===== config.mk =====
export PLATFORM = sky130hd
export DESIGN_NAME = bark_difference_hash_bits_core
export DESIGN_NICKNAME = d
export VERILOG_FILES = /design/src/rtl/bdh_pkg.sv /design/src/rtl/bdh_ram.sv /design/src/rtl/bark_difference_hash_bits_core.sv
export VERILOG_INCLUDE_DIRS = /design/src /design/src/rtl
export SDC_FILE = /design/constraint.sdc
export NUM_CORES = 2
export LEC_CHECK = 0
export ABC_AREA = 1
export BUFFER_PORTS_ARGS = -buffer_cell sky130_fd_sc_hd__buf_4
export CAP_MARGIN = 20
export CORE_ASPECT_RATIO = 1.75
export CORE_MARGIN = 8
export CORE_UTILIZATION = 55
export DETAILED_ROUTE_END_ITERATION = 10
export HOLD_SLACK_MARGIN = 0.03
export PLACE_DENSITY_LB_ADDON = 0.05
export SYNTH_ARGS = -nofsm -noshare
export SYNTH_HDL_FRONTEND = slang
export SYNTH_SLANG_ARGS = --single-unit

===== constraint.sdc =====
create_clock -name aclk -period 4.8 [get_ports aclk]
set_input_delay 0.48 -clock aclk [delete_from_list [all_inputs] [get_ports aclk]]
set_output_delay 0.48 -clock aclk [all_outputs]
set_load 0.05 [all_outputs]

===== src/rtl/assert_macros.svh =====
// Assertion macros used by the RTL core.
`ifndef ASSERT_MACROS_SVH
`define ASSERT_MACROS_SVH

`ifndef NO_ASSERTIONS

// Invariant that holds on every clock edge outside reset.
`define ASSERT_ALWAYS(lbl, clk, rstn, expr) \
    lbl: assert property (@(posedge clk) disable iff (!(rstn)) (expr)) \
        else $error("assertion failed");

// Same-cycle implication.
`define ASSERT_IMPLY(lbl, clk, rstn, ante, cons) \
    lbl: assert property (@(posedge clk) disable iff (!(rstn)) (ante) |-> (cons)) \
        else $error("assertion failed");

// Next-cycle implication.
`define ASSERT_NEXT(lbl, clk, rstn, ante, cons) \
    lbl: assert property (@(posedge clk) disable iff (!(rstn)) (ante) |=> (cons)) \
        else $error("assertion failed");

`else

`define ASSERT_ALWAYS(lbl, clk, rstn, expr)
`define ASSERT_IMPLY(lbl, clk, rstn, ante, cons)
`define ASSERT_NEXT(lbl, clk, rstn, ante, cons)

`endif

`endif


===== src/rtl/bdh_pkg.sv =====
// Shared types and constants of the bark difference hash block.
package bdh_pkg;

    // configuration port
    localparam int CFG_IDX_W = 2;
    typedef logic [CFG_IDX_W-1:0] cfg_idx_t;
    localparam cfg_idx_t CFG_ENERGY_THR = 2'd0;
    localparam cfg_idx_t CFG_DIFF_THR   = 2'd1;
    localparam cfg_idx_t CFG_TOGGLE_CNT = 2'd2;

    localparam int CFG_DATA_W   = 32;
    localparam int TOGGLE_CNT_W = 6;
    localparam int MAX_TOGGLES  = 32;

    // stream payloads
    localparam int BAND_W     = 32;
    localparam int HASH_W     = 32;
    localparam int RANK_W     = 5;
    localparam int S_TDATA_W  = 32;
    localparam int M_TDATA_W  = 48;

    // sequencer states
    localparam int ST_W = 3;
    typedef logic [ST_W-1:0] state_t;
    localparam state_t ST_BAND  = 3'd0;
    localparam state_t ST_CALC  = 3'd1;
    localparam state_t ST_WRITE = 3'd2;
    localparam state_t ST_SCAN  = 3'd3;
    localparam state_t ST_DRAIN = 3'd4;
    localparam state_t ST_EMIT  = 3'd5;
    localparam state_t ST_EMIT0 = 3'd6;

endpackage


===== src/rtl/bdh_ram.sv =====
// Generic simple dual-port RAM, one write and one registered read port.
module bdh_ram #(
    parameter int WIDTH  = 8,
    parameter int DEPTH  = 32,
    parameter int ADDR_W = (DEPTH > 1) ? $clog2(DEPTH) : 1
) (
    input  logic              aclk,
    input  logic              we,
    input  logic [ADDR_W-1:0] waddr,
    input  logic [WIDTH-1:0]  wdata,
    input  logic              re,
    input  logic [ADDR_W-1:0] raddr,
    output logic [WIDTH-1:0]  rdata
);

    logic [WIDTH-1:0] mem [DEPTH];
    logic [WIDTH-1:0] rdata_reg;

    always_ff @(posedge aclk) begin
        if (we) begin
            mem[waddr] <= wdata;
        end
        if (re) begin
            rdata_reg <= mem[raddr];
        end
    end

    assign rdata = rdata_reg;

endmodule


===== src/rtl/bark_difference_hash_bits_core.sv =====
// Top level of the bark band energy difference hash block.
`include "assert_macros.svh"

// Bark band energy difference hash. Band energies (unsigned Q24.8) arrive one
// per transfer on the s_ stream, bands in ascending order, NUM_BANDS transfers
// to a frame. For each adjacent pair m the block forms D = E[m] - E[m+1] and
// H = D - D_prev[m] (H = D when s_tuser flags a first frame on band 0, and
// always for the first frame after reset). Hash bit m, pair 0 most
// significant, is set when either energy of the pair is above energy_threshold
// and H is above diff_threshold (signed compare). After the last band the
// block sends P = min(toggle_count, NUM_BANDS-1, 32) result transfers, rank 0
// first, each carrying the hash and the pair index with the k-th smallest H,
// in the order a swapping selection sort with strict less-than gives; with
// P = 0 it sends one transfer with m_tuser low. m_tlast marks the last one.
// Band 0 is only accepted; every other band is accepted, differenced against
// the stored previous frame and written back, in that order. After the last
// band, each rank is found with one RAM read per remaining candidate through
// the single read port of the difference RAM, plus drain and emit/swap; a
// result waits in the output register while the next rank is scanned.
// s_tready is high only between frames and between bands. No clearing pass is
// needed after reset.
// Configuration: cfg_index 0 energy_threshold, 1 diff_threshold,
// 2 toggle_count (low 6 bits); other indexes are ignored. cfg_ready is
// always high; write only while the block is idle.
module bark_difference_hash_bits_core #(
    parameter int NUM_BANDS    = 33,
    parameter int ENERGY_WIDTH = 32
) (
    input  logic                          aclk,
    input  logic                          aresetn,
    // configuration write channel
    input  logic                          cfg_valid,
    output logic                          cfg_ready,
    input  bdh_pkg::cfg_idx_t             cfg_index,
    input  logic [bdh_pkg::CFG_DATA_W-1:0] cfg_data,
    // band input stream
    input  logic                          s_tvalid,
    output logic                          s_tready,
    input  logic [bdh_pkg::S_TDATA_W-1:0] s_tdata,   // [31:0] band_energy
    input  logic [0:0]                    s_tuser,   // [0] first_frame
    // result stream
    output logic                          m_tvalid,
    input  logic                          m_tready,
    // [31:0] hash_word, [36:32] toggle_rank, [41:37] toggle_bit_index,
    // [47:42] zero
    output logic [bdh_pkg::M_TDATA_W-1:0] m_tdata,
    output logic [0:0]                    m_tuser,   // [0] toggle_valid
    output logic                          m_tlast    // last_of_frame
);

    import bdh_pkg::*;

    localparam int PAIRS = NUM_BANDS - 1;
    localparam int IW    = (PAIRS > 1) ? $clog2(PAIRS) : 1;  // pair index width
    localparam int CNTW  = $clog2(NUM_BANDS);
    localparam int EW    = ENERGY_WIDTH;
    localparam int DW    = EW + 1;                  // D, signed
    localparam int HW    = EW + 3;                  // H, signed
    localparam int CW    = (HW > 33) ? HW : 33;     // H vs threshold compare
    localparam int EXW   = (EW > 32) ? EW : 32;     // energy vs threshold compare
    localparam int MAXP  = (PAIRS < MAX_TOGGLES) ? PAIRS : MAX_TOGGLES;
    localparam int CURW  = HW + IW;                 // sort entry {index, H}

    // ---------------- registers ----------------
    state_t                    state_reg, state_next;
    logic [31:0]               energy_thr_reg, energy_thr_next;
    logic [31:0]               diff_thr_reg, diff_thr_next;
    logic [TOGGLE_CNT_W-1:0]   toggle_cnt_reg, toggle_cnt_next;

    logic [CNTW-1:0]           band_cnt_reg, band_cnt_next;
    logic                      first_reg, first_next;
    logic [EW-1:0]             prev_e_reg, prev_e_next;
    logic [HASH_W-1:0]         hash_reg, hash_next;
    logic signed [DW-1:0]      d_reg, d_next;
    logic                      strong_reg, strong_next;
    logic [IW-1:0]             m_reg, m_next;
    logic signed [HW-1:0]      h_reg, h_next;

    logic [TOGGLE_CNT_W-1:0]   count_reg, count_next;
    logic [IW-1:0]             i_reg, i_next;
    logic [IW-1:0]             j_reg, j_next;
    logic                      rv_reg, rv_next;
    logic [IW-1:0]             rpos_reg, rpos_next;
    logic signed [HW-1:0]      best_h_reg, best_h_next;
    logic [IW-1:0]             best_idx_reg, best_idx_next;
    logic [IW-1:0]             best_pos_reg, best_pos_next;
    logic [CURW-1:0]           vali_reg, vali_next;

    logic                      m_valid_reg, m_valid_next;
    logic [HASH_W-1:0]         m_hash_reg, m_hash_next;
    logic                      m_tv_reg, m_tv_next;
    logic [RANK_W-1:0]         m_rank_reg, m_rank_next;
    logic [RANK_W-1:0]         m_idx_reg, m_idx_next;
    logic                      m_last_reg, m_last_next;

    // ---------------- RAM ports ----------------
    logic              prev_we, prev_re;
    logic [IW-1:0]     prev_raddr;
    logic [DW-1:0]     prev_rd;
    logic              cur_we, cur_re;
    logic [IW-1:0]     cur_waddr, cur_raddr;
    logic [CURW-1:0]   cur_wdata, cur_rd;

    // previous frame's D per pair
    bdh_ram #(.WIDTH(DW), .DEPTH(PAIRS), .ADDR_W(IW)) u_prev_ram (
        .aclk  (aclk),
        .we    (prev_we),
        .waddr (m_reg),
        .wdata (d_reg),
        .re    (prev_re),
        .raddr (prev_raddr),
        .rdata (prev_rd)
    );

    // this frame's H with pair index, reordered in place by the sort
    bdh_ram #(.WIDTH(CURW), .DEPTH(PAIRS), .ADDR_W(IW)) u_cur_ram (
        .aclk  (aclk),
        .we    (cur_we),
        .waddr (cur_waddr),
        .wdata (cur_wdata),
        .re    (cur_re),
        .raddr (cur_raddr),
        .rdata (cur_rd)
    );

    // ---------------- datapath helpers ----------------
    logic                  s_xfer;
    logic                  out_free;
    logic [EW+31:0]        e_wide;
    logic [EW-1:0]         e_in;
    logic signed [HW-1:0]  h_calc;
    logic                  h_bit;
    logic signed [HW-1:0]  rd_h;
    logic [IW-1:0]         rd_idx;
    logic                  rd_less;
    logic [TOGGLE_CNT_W-1:0] count_calc;
    logic                  is_last_rank;
    logic [IW+RANK_W-1:0]  rank_wide, idx_wide;

    assign s_tready  = (state_reg == ST_BAND);
    assign s_xfer    = s_tvalid && s_tready;
    assign cfg_ready = 1'b1;
    assign out_free  = !m_valid_reg || m_tready;

    // band energy to EW bits (zero-extend or keep the low bits)
    assign e_wide = {{EW{1'b0}}, s_tdata[BAND_W-1:0]};
    assign e_in   = e_wide[EW-1:0];

    assign h_calc = first_reg ? HW'(d_reg) : (HW'(d_reg) - HW'($signed(prev_rd)));
    assign h_bit  = strong_reg && (CW'(h_reg) > CW'($signed({1'b0, diff_thr_reg})));

    assign rd_h    = $signed(cur_rd[HW-1:0]);
    assign rd_idx  = cur_rd[CURW-1:HW];
    assign rd_less = rd_h < best_h_reg;

    assign count_calc = (toggle_cnt_reg > TOGGLE_CNT_W'(MAXP)) ?
                        TOGGLE_CNT_W'(MAXP) : toggle_cnt_reg;
    assign is_last_rank = ((TOGGLE_CNT_W+1)'(i_reg) + 1'b1) == (TOGGLE_CNT_W+1)'(count_reg);

    assign rank_wide = {{RANK_W{1'b0}}, i_reg};
    assign idx_wide  = {{RANK_W{1'b0}}, best_idx_reg};

    assign prev_re    = s_xfer && (band_cnt_reg != '0);
    assign prev_raddr = IW'(band_cnt_reg - 1'b1);
    assign prev_we    = (state_reg == ST_CALC);

    // ---------------- sequencer ----------------
    always_comb begin
        state_next      = state_reg;
        energy_thr_next = energy_thr_reg;
        diff_thr_next   = diff_thr_reg;
        toggle_cnt_next = toggle_cnt_reg;
        band_cnt_next   = band_cnt_reg;
        first_next      = first_reg;
        prev_e_next     = prev_e_reg;
        hash_next       = hash_reg;
        d_next          = d_reg;
        strong_next     = strong_reg;
        m_next          = m_reg;
        h_next          = h_reg;
        count_next      = count_reg;
        i_next          = i_reg;
        j_next          = j_reg;
        rv_next         = 1'b0;
        rpos_next       = rpos_reg;
        best_h_next     = best_h_reg;
        best_idx_next   = best_idx_reg;
        best_pos_next   = best_pos_reg;
        vali_next       = vali_reg;
        m_valid_next    = m_valid_reg;
        m_hash_next     = m_hash_reg;
        m_tv_next       = m_tv_reg;
        m_rank_next     = m_rank_reg;
        m_idx_next      = m_idx_reg;
        m_last_next     = m_last_reg;

        cur_we    = 1'b0;
        cur_waddr = m_reg;
        cur_wdata = {m_reg, h_reg};
        cur_re    = 1'b0;
        cur_raddr = j_reg;

        if (m_valid_reg && m_tready) begin
            m_valid_next = 1'b0;
        end

        if (cfg_valid) begin
            case (cfg_index)
                CFG_ENERGY_THR: energy_thr_next = cfg_data;
                CFG_DIFF_THR:   diff_thr_next   = cfg_data;
                CFG_TOGGLE_CNT: toggle_cnt_next = cfg_data[TOGGLE_CNT_W-1:0];
                default: ;
            endcase
        end

        // scan data returning from the RAM
        if (rv_reg) begin
            if (rpos_reg == i_reg) begin
                best_h_next   = rd_h;
                best_idx_next = rd_idx;
                best_pos_next = i_reg;
                vali_next     = cur_rd;
            end else if (rd_less) begin
                best_h_next   = rd_h;
                best_idx_next = rd_idx;
                best_pos_next = rpos_reg;
            end
        end

        case (state_reg)
            ST_BAND: begin
                if (s_xfer) begin
                    prev_e_next = e_in;
                    if (band_cnt_reg == '0) begin
                        if (s_tuser[0]) begin
                            first_next = 1'b1;
                        end
                        hash_next     = '0;
                        band_cnt_next = CNTW'(1);
                    end else begin
                        d_next      = $signed({1'b0, prev_e_reg} - {1'b0, e_in});
                        strong_next = (EXW'(prev_e_reg) > EXW'(energy_thr_reg)) ||
                                      (EXW'(e_in) > EXW'(energy_thr_reg));
                        m_next      = prev_raddr;
                        state_next  = ST_CALC;
                    end
                end
            end
            ST_CALC: begin
                h_next     = h_calc;
                state_next = ST_WRITE;
            end
            ST_WRITE: begin
                cur_we    = 1'b1;
                hash_next = {hash_reg[HASH_W-2:0], h_bit};
                if (band_cnt_reg == CNTW'(NUM_BANDS - 1)) begin
                    band_cnt_next = '0;
                    first_next    = 1'b0;
                    count_next    = count_calc;
                    i_next        = '0;
                    j_next        = '0;
                    state_next    = (count_calc == '0) ? ST_EMIT0 : ST_SCAN;
                end else begin
                    band_cnt_next = band_cnt_reg + 1'b1;
                    state_next    = ST_BAND;
                end
            end
            ST_SCAN: begin
                cur_re    = 1'b1;
                rv_next   = 1'b1;
                rpos_next = j_reg;
                if (j_reg == IW'(PAIRS - 1)) begin
                    state_next = ST_DRAIN;
                end else begin
                    j_next = j_reg + 1'b1;
                end
            end
            ST_DRAIN: begin
                state_next = ST_EMIT;
            end
            ST_EMIT: begin
                if (out_free) begin
                    m_valid_next = 1'b1;
                    m_hash_next  = hash_reg;
                    m_tv_next    = 1'b1;
                    m_rank_next  = rank_wide[RANK_W-1:0];
                    m_idx_next   = idx_wide[RANK_W-1:0];
                    m_last_next  = is_last_rank;
                    // swap: the entry at the rank position moves to the winner's slot
                    if (best_pos_reg != i_reg) begin
                        cur_we    = 1'b1;
                        cur_waddr = best_pos_reg;
                        cur_wdata = vali_reg;
                    end
                    if (is_last_rank) begin
                        state_next = ST_BAND;
                    end else begin
                        i_next     = i_reg + 1'b1;
                        j_next     = i_reg + 1'b1;
                        state_next = ST_SCAN;
                    end
                end
            end
            ST_EMIT0: begin
                if (out_free) begin
                    m_valid_next = 1'b1;
                    m_hash_next  = hash_reg;
                    m_tv_next    = 1'b0;
                    m_rank_next  = '0;
                    m_idx_next   = '0;
                    m_last_next  = 1'b1;
                    state_next   = ST_BAND;
                end
            end
            default: begin
                state_next = ST_BAND;
            end
        endcase
    end

    always_ff @(posedge aclk) begin
        if (!aresetn) begin
            state_reg      <= ST_BAND;
            energy_thr_reg <= 32'd25600;
            diff_thr_reg   <= 32'd2560;
            toggle_cnt_reg <= '0;
            band_cnt_reg   <= '0;
            first_reg      <= 1'b1;
            prev_e_reg     <= '0;
            hash_reg       <= '0;
            rv_reg         <= 1'b0;
            m_valid_reg    <= 1'b0;
        end else begin
            state_reg      <= state_next;
            energy_thr_reg <= energy_thr_next;
            diff_thr_reg   <= diff_thr_next;
            toggle_cnt_reg <= toggle_cnt_next;
            band_cnt_reg   <= band_cnt_next;
            first_reg      <= first_next;
            prev_e_reg     <= prev_e_next;
            hash_reg       <= hash_next;
            rv_reg         <= rv_next;
            m_valid_reg    <= m_valid_next;
        end
        d_reg        <= d_next;
        strong_reg   <= strong_next;
        m_reg        <= m_next;
        h_reg        <= h_next;
        count_reg    <= count_next;
        i_reg        <= i_next;
        j_reg        <= j_next;
        rpos_reg     <= rpos_next;
        best_h_reg   <= best_h_next;
        best_idx_reg <= best_idx_next;
        best_pos_reg <= best_pos_next;
        vali_reg     <= vali_next;
        m_hash_reg   <= m_hash_next;
        m_tv_reg     <= m_tv_next;
        m_rank_reg   <= m_rank_next;
        m_idx_reg    <= m_idx_next;
        m_last_reg   <= m_last_next;
    end

    // ---------------- outputs ----------------
    assign m_tvalid = m_valid_reg;
    assign m_tdata  = {{(M_TDATA_W - HASH_W - 2*RANK_W){1'b0}},
                       m_idx_reg, m_rank_reg, m_hash_reg};
    assign m_tuser  = m_tv_reg;
    assign m_tlast  = m_last_reg;

    // ---------------- assertions ----------------
    `ASSERT_ALWAYS(a_band_cnt_range, aclk, aresetn, band_cnt_reg < CNTW'(NUM_BANDS - 1) ||
                   band_cnt_reg == CNTW'(NUM_BANDS - 1))
    `ASSERT_ALWAYS(a_cur_port_excl, aclk, aresetn, !(cur_we && cur_re))
    `ASSERT_IMPLY(a_sort_between_frames, aclk, aresetn,
                  state_reg == ST_SCAN || state_reg == ST_DRAIN || state_reg == ST_EMIT,
                  band_cnt_reg == '0 && (TOGGLE_CNT_W+1)'(i_reg) < (TOGGLE_CNT_W+1)'(count_reg))
    `ASSERT_NEXT(a_drain_to_emit, aclk, aresetn, state_reg == ST_DRAIN,
                 state_reg == ST_EMIT && !rv_reg)

endmodule


=== Word-level counts from Yosys, hierarchy flattened ===
Memories as Yosys holds them, arrays and structs flattened. A register that Yosys moved wholly into a read port is not among the register bits.
Index checks and enable logic that the tools add are counted.

* Register bits: 370
* Bits in writable memories: 2336
* Input port bits: 72
* Output and inout port bits: 53
* Memories kept: 2

{| class="wikitable"
|+ Memory list
! memory !! words !! bits a word !! read ports !! clocked after Yosys merged registers in !! write ports !! RTL line !! source
|-
| u_cur_ram.mem || 32 || 40 || 1 || 1 || 1 || bdh_ram.sv:16 || <nowiki>logic [WIDTH-1:0] mem [DEPTH];</nowiki>
|-
| u_prev_ram.mem || 32 || 33 || 1 || 1 || 1 || bdh_ram.sv:16 ||
|}

* Add/subtract/negate cells: 7
* Magnitude comparators: 5
* Eq/ne operators: 23
* Muxes and demuxes: 62
* Bitwise operators: 1
* Reduce and logical (&&, ||, !) cells: 33

{| class="wikitable"
|+ Operators with widths
! cell !! count
|-
| 40-bit two-way mux || 3
|-
| 35-bit two-way mux || 3
|-
| 5-bit two-way mux || 14
|-
| 32-bit > comparator || 2
|-
| 32-bit two-way mux || 2
|-
| 32-bit case mux with 2 select lines || 1
|-
| 35-bit by 33-bit > comparator with 1-bit output || 1
|-
| 35-bit < comparator || 1
|-
| 33-bit by 33-bit subtractor with 34-bit output || 1
|-
| 32-bit by 32-bit subtractor with 33-bit output || 1
|-
| 5-bit case mux with 2 select lines || 3
|-
| 6-bit two-way mux || 4
|-
| 3-bit two-way mux || 7
|-
| 3-bit case mux with 7 select lines || 1
|-
| 1-bit two-way mux || 17
|-
| 2-bit AND reduction || 8
|-
| 5-bit case mux with 3 select lines || 1
|-
| 5-bit AND reduction || 3
|-
| 2-bit inequality test (second input constant) || 7
|-
| 6-bit zero test || 2
|-
| 6-bit case mux with 2 select lines || 1
|-
| 5-bit by 1-bit adder with 5-bit output (second input constant) || 2
|-
| 3-bit equality test (second input constant) || 3
|-
| 3-bit AND reduction || 3
|-
| 27 further kinds || 40
|}

=== Logic depth before layout (Yosys ltp) ===
* Depth in word-level cells: 6
* Depth in mapped cells: 16

=== Modules after synthesis ===
Synthesis repeated with hierarchy kept, for this count alone.

* Cells, all modules: 10673
* Area, all modules: 118114.5 um^2

{| class="wikitable"
|+ Modules (own cells, without submodules)
! module !! times used !! cells each !! area an instance (um^2)
|-
| bdh_ram at u_cur_ram || 1 || 4407 || 52803.1
|-
| bdh_ram at u_prev_ram || 1 || 3645 || 44023.5
|-
| bark_difference_hash_bits_core || 1 || 2621 || 21287.9
|}

=== Worst setup path before layout ===
Ideal clock, no wire load.

* Path kind: reg2reg
* From: register state_reg[0]
* To: memory u_prev_ram.mem[0][0] (netlist name), enable pin
* Data arrival time: 4.061 ns
* Slack: 0.316 ns
* Cell stages (with the launch flop): 5
* Path buffers: 0
* Path through: dfxtp_1 inv_2 nor3_2 nand3_1 nor2_1

* Longest elaborated chain between the ends: 3

{| class="wikitable"
|+ RTL lines
! what !! RTL line !! source
|-
| start: declaration || bark_difference_hash_bits_core.sv:65 || <nowiki>state_t state_reg, state_next;</nowiki>
|-
| start signal: assignment || bark_difference_hash_bits_core.sv:334 || <nowiki>state_reg <= state_next;</nowiki>
|-
| 3-bit by 1-bit equality test with 1-bit output || bark_difference_hash_bits_core.sv:165 || <nowiki>assign prev_we = (state_reg == ST_CALC);</nowiki>
|-
| 1-bit two-way mux || bdh_ram.sv:20 || <nowiki>if (we) begin</nowiki>
|-
| 1-bit two-way mux (not written as such) || bdh_ram.sv:21 || <nowiki>mem[waddr] <= wdata;</nowiki>
|-
| end: declaration || bdh_ram.sv:16 ||
|}

No other way between the ends.

=== Final worst setup path ===
* From: register state_reg[2]
* To: memory u_cur_ram.mem[25][37] (netlist name), enable pin

* Longest elaborated chain between the ends: 4

{| class="wikitable"
|+ RTL lines
! what !! RTL line !! source
|-
| 3-bit equality test / 3-bit by 2-bit equality test with 1-bit output (equally long branches) || bark_difference_hash_bits_core.sv:230 || <nowiki>case (state_reg)</nowiki>
|-
| 1-bit case mux with 2 select lines || bark_difference_hash_bits_core.sv:230 ||
|-
| 1-bit two-way mux || bdh_ram.sv:20 ||
|-
| 1-bit two-way mux (not written as such) || bdh_ram.sv:21 ||
|-
| end: declaration || bdh_ram.sv:16 ||
|}

Parallel ways exist; a longest one is shown, timed or not.

==> summary.md <==
| Metric | Value |
|---|---|
| Pin count of the biggest net entering global routing | 188 |
| Largest stage delay, worst path | 0.85 ns |
| Initial antenna violation count | 32 |
| Leakage power | 44.63 nW |
| FF-to-FF End | u_cur_ram.mem[25][37] |
| List of most frequent post-synthesis cells | edfxtp_1, nand2_1, nor2_1 |
| Routed length per instance | 29.28 um |
| HPWL after DPL | 226.9 mm |
| Final #Nets | 9606 |
| Clk sinks | 2778 |
| # rows | 221 |
| Die ar. | 223700 um^2 |
| Multi-input gate area | 29430 um^2 |
| ANT nets after route | 0 |
| Cell Pwr Density | 406.4 nW/um^2 |
| Fmax | 248.0 MHz |
| Largest regs | u_cur_ram.mem: 1280 flops, u_prev_ram.mem: 1056 flops |
| Post-route minimum period | 4.033 ns |
| Critical Path Source Type | register |
| Share of synthesized cell area in and, or, nand and nor gates | 9.630% |
| Post-Syn Instances | 9183 |
| CP Class | register to register |
| Worst endpoint data arrival time | 4.61 ns |
| DRT Pass-1 Iters | 6 |
| Post-synthesis xor/xnor area fraction | 0.3212% |
| Post-Synth Adder-Cell Area | 2.231% |
| Port bufs | 117 |
| Number of vias per cell | 6.175 |
| Post-synthesis cell area | 114500 um^2 |
| Routed WL | 358.3 mm |
| IO Count | 125 |
| Fraction of layout cells with a size suffix above 1 | 9.094% |
| DR WL met2 | 186.2 mm |
| Sequential area share after synthesis | 71.56% |
| Area Growth Syn to Fin | 12.28% |
| Outcome | complete, no violations |
| Setup tns final | 0 ns |
| Post-synth top area share | 69.00% |
| Crit-path max FO | 25 |
| Post-Route M1 WL | 122.4 mm |
| Hold Path Class | input port to register |
| Die width | 361.0 um |
| Slew @ Worst Pin | 1.180 ns |
| Clk buf depth | 4 |
| Skew-Pair Late Insertion Delay | 0.91 ns |
| Via count | 75543 |
| Worst reg2reg setup slack | 0.77 ns |
| Hold Violations, Final | 0 |
| Peak supply drop | 0.3775 mV |
| Endpoints failing setup | 0 |
| CP max-delay cell | nor2_4 |
| Yosys top cell by area | edfxtp_1 |
| Largest family of logic cells by synthesized area | compound AO/OA/AOI/OAI gates |
| FILL cells | 15981 |
| H-tree Lvls | 4 |
| Fin crit share | 84.02% |
| Crit-path cells | nand3_2, nor2_2, nand2_4, nand2_1, nand2_1, inv_1, nand3_2, nor2_4, buf_12 |
| TritonCTS clock tree | built |
| Total Routing Usage GR | 31.21% |
| Starting Density | 55.30% |
| Register area | 81960 um^2 |
| Synth area leaders | edfxtp_1, o21ai_0, nand2_1, nor2_1, dfxtp_1 |
| First-pass GRT wire length | 509.6 mm |
| Worst reg-to-reg path cell count | 9 |
| Biggest register | u_cur_ram.mem |
| CP Launch Point | state_reg[2] |
| CP required | 5.38 ns |
| Count leader, synth | edfxtp_1 |
| Core area | 207100 um^2 |
| Remaining DRCs | 0 |
| Multiplexer share of the synthesized area | 1.703% |
| Setup Fix Bufs, Post-CTS | 0 |
| RSZ-0062 raised after global routing | false |
| DRC marker count from the first detailed-route iteration | 6994 |
| Max Cap Viol | 0 |
| Clock transition at path regs | 0.07 ns |
| GPL Wtd Cong | 0.9679 |
| Relative slew slack | 21.11% |
| Num CTS Buffers | 243 |
| Slew Limit Fails | 0 |
| Worst Skew | 0.05687 ns |
| YS warnings | 0 |
| Worst setup endpoint | u_cur_ram.mem[25][37] |
| Syn avg cell area | 12.47 um^2 |
| Max Used Layer | met5 |
| Yosys reg bits | 2778 |
| Die Height | 619.7 um |
| Overflow after GRT | 0 |
| Area fraction in compound gates after synthesis | 11.24% |
| Crit. End Element | register |
| Netlist cell types | 52 |
| Number of synthesized flops with an enable pin | 2632 |
| Reg2Reg Launch Point | state_reg[2] |
| CTS Root Cell | clkbuf_16 |
| Hold slack | 0.04273 ns |
| Vias in the first global route | 74199 |
| Max reg flops | 1280 |
| Top FF cell, synth | edfxtp_1 |
| Routed wl met3 | 21.42 mm |
| Hold Path Depth | 3 |
| Asr flop ratio synth | 0% |
-- repair_timing --
item	in CTS	in global routing
hold buffers	66	0
hold endpoints to repair	103	0
gates resized for setup	0	0
-- stage by stage --
step	setup WS [ns]	power, mW	instances	cell area (um^2)	util (%)
detailed placement	0.8981	32.68	11685	119600	57.76
CTS	0.9073	52.39	12199	128300	61.93
finish	0.7673	52.27	12234	128600	62.09
floorplan	0.3156	31.04	9188	114600	-
global placement	0.9749	32.60	11680	119500	57.71
global route	0.6029	53.69	12212	128500	62.07
-- cell usage in the layout, fill, tap and decap left out, types with 89 or more instances in the layout --
cell,Yosys,routed
inv_1,393,387
nand2_1,1243,1238
nand3_1,319,317
clkbuf_16,0,244
mux2i_1,160,160
ha_1,201,200
dfxtp_1,146,145
o22ai_1,194,194
o211ai_1,89,89
o221ai_1,198,198
a21oi_1,572,569
edfxtp_1,2632,2632
buf_4,19,303
nor2_1,1093,1027
o21ai_0,1058,1058
-- power by group --
part,total (mW),internal (mW),leakage [nW],switching [mW]
sequential,27.0,26.9,24.9,0.163
clock,20.0,11.1,3.90,8.85
combinational,5.26,1.45,15.9,3.81
total,52.3,39.4,44.6,12.8
-- metal layers --
metal	track usage [%]	vias to the layer above
met5	0	-
met4	20.39	22
met3	4.296	952
met2	56.39	3030
met1	34.25	37772
li1	-	33767
-- final cells by class --
class                   instances  share of cell area (%)
inverters                     408                   1.216
flip-flops and latches       2778                   63.73
diodes                         24                 0.04670
repair buffers                432                   3.324
clock buffers                 289                   4.879
clock inverters               159                   1.314
multi-input cells            5468                   22.88
well taps                    2676                   2.604
-- worst max-delay path: cells and delay by family, from the launching register on --
kind                   cells  cell delay [ns]
buffers and inverters      2             0.42
and+or+nand+nor            7             2.73
DFF                        1             0.54
-- cells by family after synthesis --
| family | count (synthesis) |
|---|---|
| other | 2 |
| DFF | 2778 |
| xor gates and xnor gates | 42 |
| AOI/OAI and AO/OA | 2270 |
| buffers and inverters | 942 |
| adders and majority gates | 203 |
| and+or+nand+nor | 2755 |
| muxes | 191 |
-- worst min-delay path by stage --
stage                            start                  to  slack (ns)
after CTS                     s_tvalid      prev_e_reg[29]        0.04
after global placement    hash_reg[31]      m_hash_reg[31]        0.42
after global routing         cfg_valid  energy_thr_reg[29]        0.04
after floorplan           hash_reg[31]      m_hash_reg[31]        0.41
final                        cfg_valid  energy_thr_reg[29]        0.04
after detailed placement  hash_reg[31]      m_hash_reg[31]        0.42
Note: power is estimated with default switching activity, not from simulation.
